==> config.mk <==
export PLATFORM = sky130hd
export DESIGN_NAME = http_header_normalizer_core_flat
export DESIGN_NICKNAME = d
export VERILOG_FILES = /design/src/design/hhn_pkg.sv /design/src/design/hhn_in_if.sv /design/src/design/hhn_out_if.sv /design/src/design/hhn_lexer.sv /design/src/design/hhn_out_fifo.sv /design/src/design/http_header_normalizer_core.sv /design/src/flat_wrapper.sv
export SDC_FILE = /design/constraint.sdc
export NUM_CORES = 1
export LEC_CHECK = 0
export ABC_CLOCK_PERIOD_IN_PS = 6700
export CORE_ASPECT_RATIO = 0.9
export CORE_MARGIN = 4
export CORE_UTILIZATION = 50
export DETAILED_ROUTE_END_ITERATION = 6
export DONT_BUFFER_PORTS = 1
export PLACE_DENSITY = 0.67
export SETUP_SLACK_MARGIN = 0.4
export SLEW_MARGIN = 10
export SYNTH_ARGS = -nofsm -noshare
export SYNTH_HDL_FRONTEND = slang
export SYNTH_SLANG_ARGS = --single-unit
==> constraint.sdc <==
create_clock -name i_clk -period 6.7 [get_ports i_clk]
set_input_delay 0.67 -clock i_clk [delete_from_list [all_inputs] [get_ports i_clk]]
set_output_delay 0.67 -clock i_clk [all_outputs]
set_load 0.01 [all_outputs]
==> src/design/hhn_pkg.sv <==
// Shared types and constants for the HTTP header normalizer.
// Used by the channel interfaces, the lexer, the result FIFO, the top level and the checker.
package hhn_pkg;

    localparam int BYTE_W     = 8;
    localparam int MAX_RES    = 2;
    localparam int LEX_PASSES = 3;
    localparam int FIFO_DEPTH = 4;
    localparam int FIFO_AW    = $clog2(FIFO_DEPTH);
    localparam int FIFO_CW    = FIFO_AW + 1;

    localparam logic [BYTE_W-1:0] CH_CR  = 8'h0D;
    localparam logic [BYTE_W-1:0] CH_LF  = 8'h0A;
    localparam logic [BYTE_W-1:0] CH_SP  = 8'h20;
    localparam logic [BYTE_W-1:0] CH_TAB = 8'h09;

    typedef enum logic [3:0] {
        MODE_COPY = 4'b0001,
        MODE_CRLF = 4'b0010,
        MODE_FOLD = 4'b0100,
        MODE_BODY = 4'b1000
    } t_mode;

    typedef struct packed {
        t_mode             mode;
        logic [BYTE_W-1:0] prev;
        logic [BYTE_W-1:0] held;
        logic              held_valid;
    } t_lex_state;

    typedef struct packed {
        logic [BYTE_W-1:0] data;
        logic              is_body;
        logic              header_end;
        logic              run_last;
    } t_result;

    typedef struct packed {
        logic [1:0] count;
        t_result    res0;
        t_result    res1;
    } t_lex_out;

endpackage

==> src/design/hhn_in_if.sv <==
// Input channel interface carrying one received byte per transaction.
// Depends on hhn_pkg for the byte width.
interface hhn_in_if;
    logic                      valid;
    logic                      ready;
    logic [hhn_pkg::BYTE_W-1:0] in_byte;

    modport source(output valid, output in_byte, input ready);
    modport sink(input valid, input in_byte, output ready);
endinterface

==> src/design/hhn_out_if.sv <==
// Output channel interface carrying one normalized byte and its flags per transaction.
// Depends on hhn_pkg for the byte width.
interface hhn_out_if;
    logic                      valid;
    logic                      ready;
    logic [hhn_pkg::BYTE_W-1:0] out_byte;
    logic                      is_body;
    logic                      header_end;
    logic                      run_last;

    modport source(output valid, output out_byte, output is_body, output header_end,
                   output run_last, input ready);
    modport sink(input valid, input out_byte, input is_body, input header_end,
                 input run_last, output ready);
endinterface

==> src/design/hhn_lexer.sv <==
// Header lexer: state register and the per-byte rules that give up to two results.
// Depends on hhn_pkg for the state and result types.
module hhn_lexer (
    input  logic                       i_clk,
    input  logic                       i_rst_n,
    input  logic                       i_fire,
    input  logic [hhn_pkg::BYTE_W-1:0] i_byte,
    output hhn_pkg::t_lex_out          o_res
);

    hhn_pkg::t_lex_state r_state;
    hhn_pkg::t_lex_state n_state;
    hhn_pkg::t_result    v_res [hhn_pkg::MAX_RES];
    logic [1:0]          v_n;
    logic                v_done;
    logic                v_end;

    always_comb begin
        n_state  = r_state;
        v_n      = 2'd0;
        v_done   = 1'b0;
        v_end    = 1'b0;
        v_res[0] = '0;
        v_res[1] = '0;
        for (int p = 0; p < hhn_pkg::LEX_PASSES; p++) begin
            if (!v_done) begin
                case (n_state.mode)
                    hhn_pkg::MODE_BODY: begin
                        v_res[v_n[0]] = '{data: i_byte, is_body: 1'b1, header_end: 1'b0,
                                          run_last: 1'b0};
                        v_n    = v_n + 2'd1;
                        v_done = 1'b1;
                    end
                    hhn_pkg::MODE_CRLF: begin
                        if (n_state.prev == hhn_pkg::CH_LF) begin
                            n_state.mode = hhn_pkg::MODE_BODY;
                            if (n_state.held_valid) begin
                                v_res[v_n[0]] = '{data: n_state.held, is_body: 1'b0,
                                                  header_end: 1'b1, run_last: 1'b0};
                                v_n = v_n + 2'd1;
                            end
                            n_state.held_valid = 1'b0;
                        end else begin
                            n_state.mode = hhn_pkg::MODE_FOLD;
                            n_state.prev = hhn_pkg::CH_LF;
                        end
                        v_done = (i_byte == hhn_pkg::CH_LF);
                    end
                    hhn_pkg::MODE_FOLD: begin
                        n_state.mode = hhn_pkg::MODE_COPY;
                        if (i_byte == hhn_pkg::CH_SP || i_byte == hhn_pkg::CH_TAB) begin
                            n_state.held       = hhn_pkg::CH_SP;
                            n_state.held_valid = 1'b1;
                            n_state.prev       = hhn_pkg::CH_SP;
                            v_done             = 1'b1;
                        end
                    end
                    hhn_pkg::MODE_COPY: begin
                        v_end = 1'b0;
                        if (i_byte == hhn_pkg::CH_CR) begin
                            if (n_state.held_valid) begin
                                v_res[v_n[0]] = '{data: n_state.held, is_body: 1'b0,
                                                  header_end: 1'b0, run_last: 1'b0};
                                v_n = v_n + 2'd1;
                            end
                            n_state.held       = hhn_pkg::CH_LF;
                            n_state.held_valid = 1'b1;
                            n_state.mode       = hhn_pkg::MODE_CRLF;
                        end else begin
                            if (i_byte == hhn_pkg::CH_LF) begin
                                if (n_state.prev == hhn_pkg::CH_LF) begin
                                    n_state.mode = hhn_pkg::MODE_BODY;
                                    v_end        = 1'b1;
                                end else begin
                                    n_state.mode = hhn_pkg::MODE_FOLD;
                                end
                            end
                            if (n_state.held_valid) begin
                                v_res[v_n[0]] = '{data: n_state.held, is_body: 1'b0,
                                                  header_end: 1'b0, run_last: 1'b0};
                                v_n = v_n + 2'd1;
                            end
                            n_state.held       = i_byte;
                            n_state.held_valid = 1'b1;
                            n_state.prev       = i_byte;
                            if (v_end) begin
                                v_res[v_n[0]] = '{data: n_state.held, is_body: 1'b0,
                                                  header_end: 1'b1, run_last: 1'b0};
                                v_n                = v_n + 2'd1;
                                n_state.held_valid = 1'b0;
                            end
                        end
                        v_done = 1'b1;
                    end
                    default: begin
                        v_done = 1'b1;
                    end
                endcase
            end
        end
        if (v_n == 2'd1) begin
            v_res[0].run_last = 1'b1;
        end
        if (v_n == 2'd2) begin
            v_res[1].run_last = 1'b1;
        end
        o_res = '{count: v_n, res0: v_res[0], res1: v_res[1]};
    end

    always_ff @(posedge i_clk) begin
        if (!i_rst_n) begin
            r_state <= '{mode: hhn_pkg::MODE_COPY, prev: '0, held: '0, held_valid: 1'b0};
        end else if (i_fire) begin
            r_state <= n_state;
        end
    end

endmodule

==> src/design/hhn_out_fifo.sv <==
// Result FIFO: takes up to two results per cycle and presents one per output transaction.
// Depends on hhn_pkg for the result types and on hhn_out_if for the output channel.
module hhn_out_fifo (
    input  logic              i_clk,
    input  logic              i_rst_n,
    input  logic              i_push,
    input  hhn_pkg::t_lex_out i_res,
    output logic              o_room,
    hhn_out_if.source         o_out
);

    hhn_pkg::t_result              r_mem [hhn_pkg::FIFO_DEPTH];
    logic [hhn_pkg::FIFO_AW-1:0]   r_rd_ptr;
    logic [hhn_pkg::FIFO_AW-1:0]   r_wr_ptr;
    logic [hhn_pkg::FIFO_CW-1:0]   r_count;
    logic [hhn_pkg::FIFO_CW-1:0]   n_count;
    logic [1:0]                    push_n;
    logic                          pop;
    hhn_pkg::t_result              head;

    assign push_n = i_push ? i_res.count : 2'd0;
    assign pop    = o_out.valid && o_out.ready;
    assign n_count = r_count + hhn_pkg::FIFO_CW'(push_n) - hhn_pkg::FIFO_CW'(pop);
    assign o_room = r_count <= hhn_pkg::FIFO_CW'(hhn_pkg::FIFO_DEPTH - hhn_pkg::MAX_RES);

    assign head             = r_mem[r_rd_ptr];
    assign o_out.valid      = r_count != '0;
    assign o_out.out_byte   = head.data;
    assign o_out.is_body    = head.is_body;
    assign o_out.header_end = head.header_end;
    assign o_out.run_last   = head.run_last;

    always_ff @(posedge i_clk) begin
        if (push_n != 2'd0) begin
            r_mem[r_wr_ptr] <= i_res.res0;
        end
        if (push_n == 2'd2) begin
            r_mem[r_wr_ptr + hhn_pkg::FIFO_AW'(1)] <= i_res.res1;
        end
    end

    always_ff @(posedge i_clk) begin
        if (!i_rst_n) begin
            r_rd_ptr <= '0;
            r_wr_ptr <= '0;
            r_count  <= '0;
        end else begin
            r_wr_ptr <= r_wr_ptr + hhn_pkg::FIFO_AW'(push_n);
            if (pop) begin
                r_rd_ptr <= r_rd_ptr + hhn_pkg::FIFO_AW'(1);
            end
            r_count <= n_count;
        end
    end

endmodule

==> src/design/http_header_normalizer_core.sv <==
// HTTP header normalizer: takes one input byte per cycle while the FIFO has room; a result
// passes through an input register, the combinational lexer and a four-entry FIFO.
// A byte that gives two results is presented on the single-result output port as two
// transactions, and the FIFO absorbs that until it holds more than two results.
// Synchronous active-low reset returns the lexer to copy mode and empties all stages.
module http_header_normalizer_core (
    input  logic      i_clk,
    input  logic      i_rst_n,
    hhn_in_if.sink    i_in,
    hhn_out_if.source o_out
);

    logic                       r_in_valid;
    logic [hhn_pkg::BYTE_W-1:0] r_in_byte;
    logic                       fire;
    logic                       room;
    hhn_pkg::t_lex_out          lex_res;

    assign fire       = r_in_valid && room;
    assign i_in.ready = !r_in_valid || fire;

    always_ff @(posedge i_clk) begin
        if (!i_rst_n) begin
            r_in_valid <= 1'b0;
        end else if (i_in.ready) begin
            r_in_valid <= i_in.valid;
        end
    end

    always_ff @(posedge i_clk) begin
        if (i_in.valid && i_in.ready) begin
            r_in_byte <= i_in.in_byte;
        end
    end

    hhn_lexer u_lexer (
        .i_clk   (i_clk),
        .i_rst_n (i_rst_n),
        .i_fire  (fire),
        .i_byte  (r_in_byte),
        .o_res   (lex_res)
    );

    hhn_out_fifo u_fifo (
        .i_clk   (i_clk),
        .i_rst_n (i_rst_n),
        .i_push  (fire),
        .i_res   (lex_res),
        .o_room  (room),
        .o_out   (o_out)
    );

endmodule

==> src/flat_wrapper.sv <==
// flat-port wrapper written by rule: the top's interface ports become plain ports
module http_header_normalizer_core_flat 
  (i_clk, i_rst_n, i_in_valid, i_in_in_byte, i_in_ready, o_out_valid, o_out_out_byte, o_out_is_body, o_out_header_end, o_out_run_last, o_out_ready);
  hhn_in_if i_in_i ();
  hhn_out_if o_out_i ();
  input  logic i_clk;
  input  logic i_rst_n;
  input wire logic [$bits(i_in_i.valid)-1:0] i_in_valid;
  input wire logic [$bits(i_in_i.in_byte)-1:0] i_in_in_byte;
  output wire logic [$bits(i_in_i.ready)-1:0] i_in_ready;
  output wire logic [$bits(o_out_i.valid)-1:0] o_out_valid;
  output wire logic [$bits(o_out_i.out_byte)-1:0] o_out_out_byte;
  output wire logic [$bits(o_out_i.is_body)-1:0] o_out_is_body;
  output wire logic [$bits(o_out_i.header_end)-1:0] o_out_header_end;
  output wire logic [$bits(o_out_i.run_last)-1:0] o_out_run_last;
  input wire logic [$bits(o_out_i.ready)-1:0] o_out_ready;
  assign i_in_i.valid = i_in_valid;
  assign i_in_i.in_byte = i_in_in_byte;
  assign i_in_ready = i_in_i.ready;
  assign o_out_valid = o_out_i.valid;
  assign o_out_out_byte = o_out_i.out_byte;
  assign o_out_is_body = o_out_i.is_body;
  assign o_out_header_end = o_out_i.header_end;
  assign o_out_run_last = o_out_i.run_last;
  assign o_out_i.ready = o_out_ready;
  http_header_normalizer_core u_core (.i_clk(i_clk), .i_rst_n(i_rst_n), .i_in(i_in_i), .o_out(o_out_i));
endmodule
==> Flow_metrics.wiki <==
{| class="wikitable"
! Metric !! Value
|-
| Outcome || finished clean
|-
| Kind of cell with the highest combined delay on the critical path || simple AND/OR/NAND/NOR gates
|-
| Number of synthesized flops with an enable pin || 52
|-
| CTS Hold Buffers Added || 0
|-
| Total CTS buffers || 9
|-
| DR vias/cell || 6.93
|-
| Reg-to-reg endpoint || u_core.u_fifo.r_count[2]$_SDFF_PN0_
|-
| CP Capture Point || u_core.u_fifo.r_count[2]$_SDFF_PN0_
|-
| Vias after detailed routing || 4746
|-
| Fraction of layout cells with a size suffix above 1 || 12.1%
|-
| Mapped cell area || 0.00552 sq mm
|-
| GRT Residual Overflow || 0
|-
| HPWL after detailed placement || 11400 um
|-
| Post-CTS repair timing setup buffer count || 0
|-
| Top library cells by usage in the layout, fill and taps aside || edfxtp_1 (52), nand2_1 (48), a21oi_1 (41), nor2_1 (41), mux2i_1 (40)
|-
| Area delta synth->final || 6.60%
|-
| Antenna violations before repair || 0
|-
| Minimum period implied by the final worst setup slack || 5.36 ns
|-
| Crit path required time || 6.92 ns
|-
| Critical Path AT || 5.57 ns
|-
| Adder-cell area share of the yosys netlist || 2.18%
|-
| Number of max-slew violations in the final report || 0
|-
| Worst skew pair latency || 0.35 ns
|-
| Max IR drop VDD || 279 uV
|-
| Area leader, netlist || edfxtp_1
|-
| H-tree levels || 3
|-
| Achievable Freq || 187 MHz
|-
| Effective utilization at floorplan || 51.0%
|-
| Final TNS setup || 0 ns
|-
| Length of the first detailed-routing pass in iterations || 5
|-
| DRT Wirelength || 16000 um
|-
| Compound-cell area share of the yosys netlist || 22.6%
|-
| Fraction of synthesis flops using an asynchronous set or reset pin || 0%
|-
| First-pass GRT wire length || 25000 um
|-
| Final setup vio count || 0
|-
| Critical path startpoint category || flop
|-
| Clock skew after layout || 0.00812 ns
|-
| Max-Cap Viols || 0
|-
| Antenna diodes || 0
|-
| Share of the synthesized area in the top cell type || 28.3%
|-
| Post-route clock period utilization || 80.0%
|-
| Post-Syn Nets || 586
|-
| Fraction of the mapped netlist area in simple logic gates || 18.5%
|-
| Worst reg-to-reg setup slack || 1.34 ns
|-
| Cells traversed along the worst timing path || nor3b_1 > nand3_1 > nor3_1 > ha_1 > nor3_1 > a211oi_4 > xor2_1 > nor4_2 > a211oi_4 > o21ai_0 > nand2_1 > ha_1 > inv_1 > ha_1 > inv_1 > fa_1 > xnor2_1 > xnor2_1 > nor2_1
|-
| Synth Area per Inst || 9.77 sq um
|-
| Worst-case clock buffer depth || 2
|-
| Global-route usage over all layers || 25.4%
|-
| Total power divided by cell area || 302 mW/mm^2
|-
| Unique masters post-synth || 86
|-
| RSZ-0062 raised after global routing || no
|-
| Largest family of logic cells by synthesized area || compound AO/OA/AOI/OAI gates
|-
| Type of the setup path with the least slack || flop to flop
|-
| Initial drt markers || 723
|-
| Synthesis Warnings || 0
|-
| Worst setup path startpoint || u_core.r_in_byte[2]$_DFFE_PP_
|-
| Leading cell type in the layout, fill and taps excluded || edfxtp_1
|-
| Root cell of the clock tree || clkbuf_16
|-
| Number of input and output port buffers inserted || 0
|-
| Largest net degree at the start of global routing || 42
|-
| Via count of the first global-routing pass || 4350
|-
| Count of pins on the block boundary || 25
|-
| LEAKAGE || 2.27 nW
|-
| CP endpoint kind || flop
|-
| Antenna Nets Post-Route || 0
|-
| Total of flip-flops plus latches after synthesis || 83
|-
| Hold Fails Final Rpt || 0
|-
| Die span in x || 119 um
|-
| CTS tree || done
|-
| Largest fanout on the critical path || 18
|-
| Worst-path cell with the longest stage delay || edfxtp_1
|-
| RePlAce Congestion || 0.992
|-
| Vertical extent of the die || 108 um
|-
| Placeable core region || 0.0108 sq mm
|-
| Number of cells upsized or downsized after cts || 0
|-
| Ys flop type || edfxtp_1
|-
| Max-slew headroom || 38.1%
|-
| Worst-Margin Slew || 0.920 ns
|-
| Total Die Area || 0.0128 sq mm
|-
| Worst min-delay path class || input pin to flop
|-
| Sequential fraction of the synthesis area || 39.5%
|-
| Main area contributors after synthesis || edfxtp_1 (28%), dfxtp_1 (11%), mux2i_1 (7.3%), mux4_2 (4.5%), a21oi_1 (3.7%)
|-
| Count of clock tree sinks || 83
|-
| Fin cells || 685
|-
| Clock input transition at the sequential cells of the worst setup and hold paths || 0.07 ns
|-
| Final Net Count || 568
|-
| Total Power || 1.78 mW
|-
| Number of instances in the placed design || 669
|-
| Largest incremental delay on the critical path || 0.67 ns
|-
| Post-synthesis mux area share || 11.7%
|-
| Bufs and invs on worst path || 2
|-
| Per-cell routed wire length || 23.3 um
|-
| Row Count || 36
|-
| Post-synthesis instance total || 565
|-
| R2R Path Start || u_core.r_in_byte[2]$_DFFE_PP_
|-
| Reg2Reg Depth || 19
|-
| Stages on the worst setup path || 19
|-
| Xor and xnor fraction of the mapped netlist area || 1.11%
|-
| DRC errors left || 0
|-
| CP dominant cell by count || ha_1
|}
[synth_stat cells, types with 4 or more instances]
master and instances:
nor4b_1 4, mux2i_1 40, nand2_1 48, xor2_1 4
dfxtp_1 31, or2_2 5, nor2b_1 5, a211oi_1 5
a31oi_1 9, nor4_1 6, buf_2 9, a22o_1 6
buf_4 5, or3_1 5, mux4_2 11, a21oi_1 41
and2_1 11, o211ai_1 4, o31ai_1 4, nor3_1 12
a221oi_1 10, clkbuf_1 21, edfxtp_1 52, a22oi_1 5
nand2b_1 6, inv_1 15, ha_1 8, o21ai_0 39
nor2_1 41, nand3_1 11, o22ai_1 5
[power breakdown]
group          leakage, nW  switching (mW)  total, mW  internal [mW]
Clock                0.148           0.221      0.501          0.280
Sequential           0.746          0.0896      0.680          0.590
Combinational         1.37           0.362      0.595          0.233
[registers in the layout, summed over array words and instances, names as in the netlist, named ones only]
name and cells:
u_core.u_fifo.r_mem 44, u_core.u_lexer.r_state 21, u_core.r_in_byte 8, u_core.u_fifo.r_count 3, u_core.u_fifo.r_rd_ptr 2, u_core.u_fifo.r_wr_ptr 2, u_core.r_in_valid 1
[worst min path at each step]
stage | start | endpoint | cells after the start
finish | i_in_in_byte[7] | u_core.r_in_byte[7]$_DFFE_PP_ | 0
global route | i_in_in_byte[1] | u_core.r_in_byte[1]$_DFFE_PP_ | 0
CTS | i_rst_n | u_core.u_lexer.r_state[17]$_SDFFE_PN1P_ | 1
detailed placement | u_core.u_lexer.r_state[4]$_SDFFE_PN0P_ | u_core.u_lexer.r_state[4]$_SDFFE_PN0P_ | 2
global placement | u_core.u_lexer.r_state[6]$_SDFFE_PN0P_ | u_core.u_lexer.r_state[6]$_SDFFE_PN0P_ | 2
floorplan | u_core.u_lexer.r_state[4]$_SDFFE_PN0P_ | u_core.u_lexer.r_state[4]$_SDFFE_PN0P_ | 2
[per-stage QoR]
step           util (%)  hold WS [ns]  instance area (sq um)  worst slack (ns)
5_1_grt            54.4         0.401                   5880              1.06
2_1_floorplan         -         0.444                   5520              1.92
6_report           54.4         0.413                   5880              1.34
3_5_place_dp       51.7         0.472                   5590              1.53
4_1_cts            54.4         0.406                   5880              1.46
3_3_place_gp       51.7         0.458                   5590              1.49
[kinds of logic (layout without fill, tap and decap cells)]
kind of cell               after synthesis  after routing
and+or+nand+nor                        186            186
AOI/OAI and AO/OA                      176            176
DFF                                     83             83
buffers and inverters                   53             40
muxes                                   51             51
adders and majority gates                9              9
xor gates and xnor gates                 7              7
[worst register-to-register path, delay by kind of cell (launching register included)]
family	cells	cell delay [ns]
buffers and inverters	2	0.10
adders and majority gates	4	1.04
xor gates and xnor gates	3	0.70
AOI/OAI and AO/OA	3	0.84
DFF	1	0.67
and+or+nand+nor	7	1.86
[routing by layer]
| layer | track usage, % | routed length (um) | part of all wire (%) |
|---|---|---|---|
| met4 | 6.87 | 333 | 2.1 |
| met5 | 0 | 0 | 0 |
| met2 | 37.7 | 7130 | 45 |
| met1 | 37.1 | 6850 | 43 |
| met3 | 6.20 | 1650 | 10 |
[final cells by class]
type,instances,area [sq um]
Fill cell,992,4930
Multi-Input combinational cell,429,3110
Sequential cell,83,2180
Clock buffer,11,254
Tap cell,133,166
Timing Repair Buffer,9,67.6
Inverter,15,56.3
Clock inverter,5,42.5
Note: power is estimated with default switching activity, not from simulation.
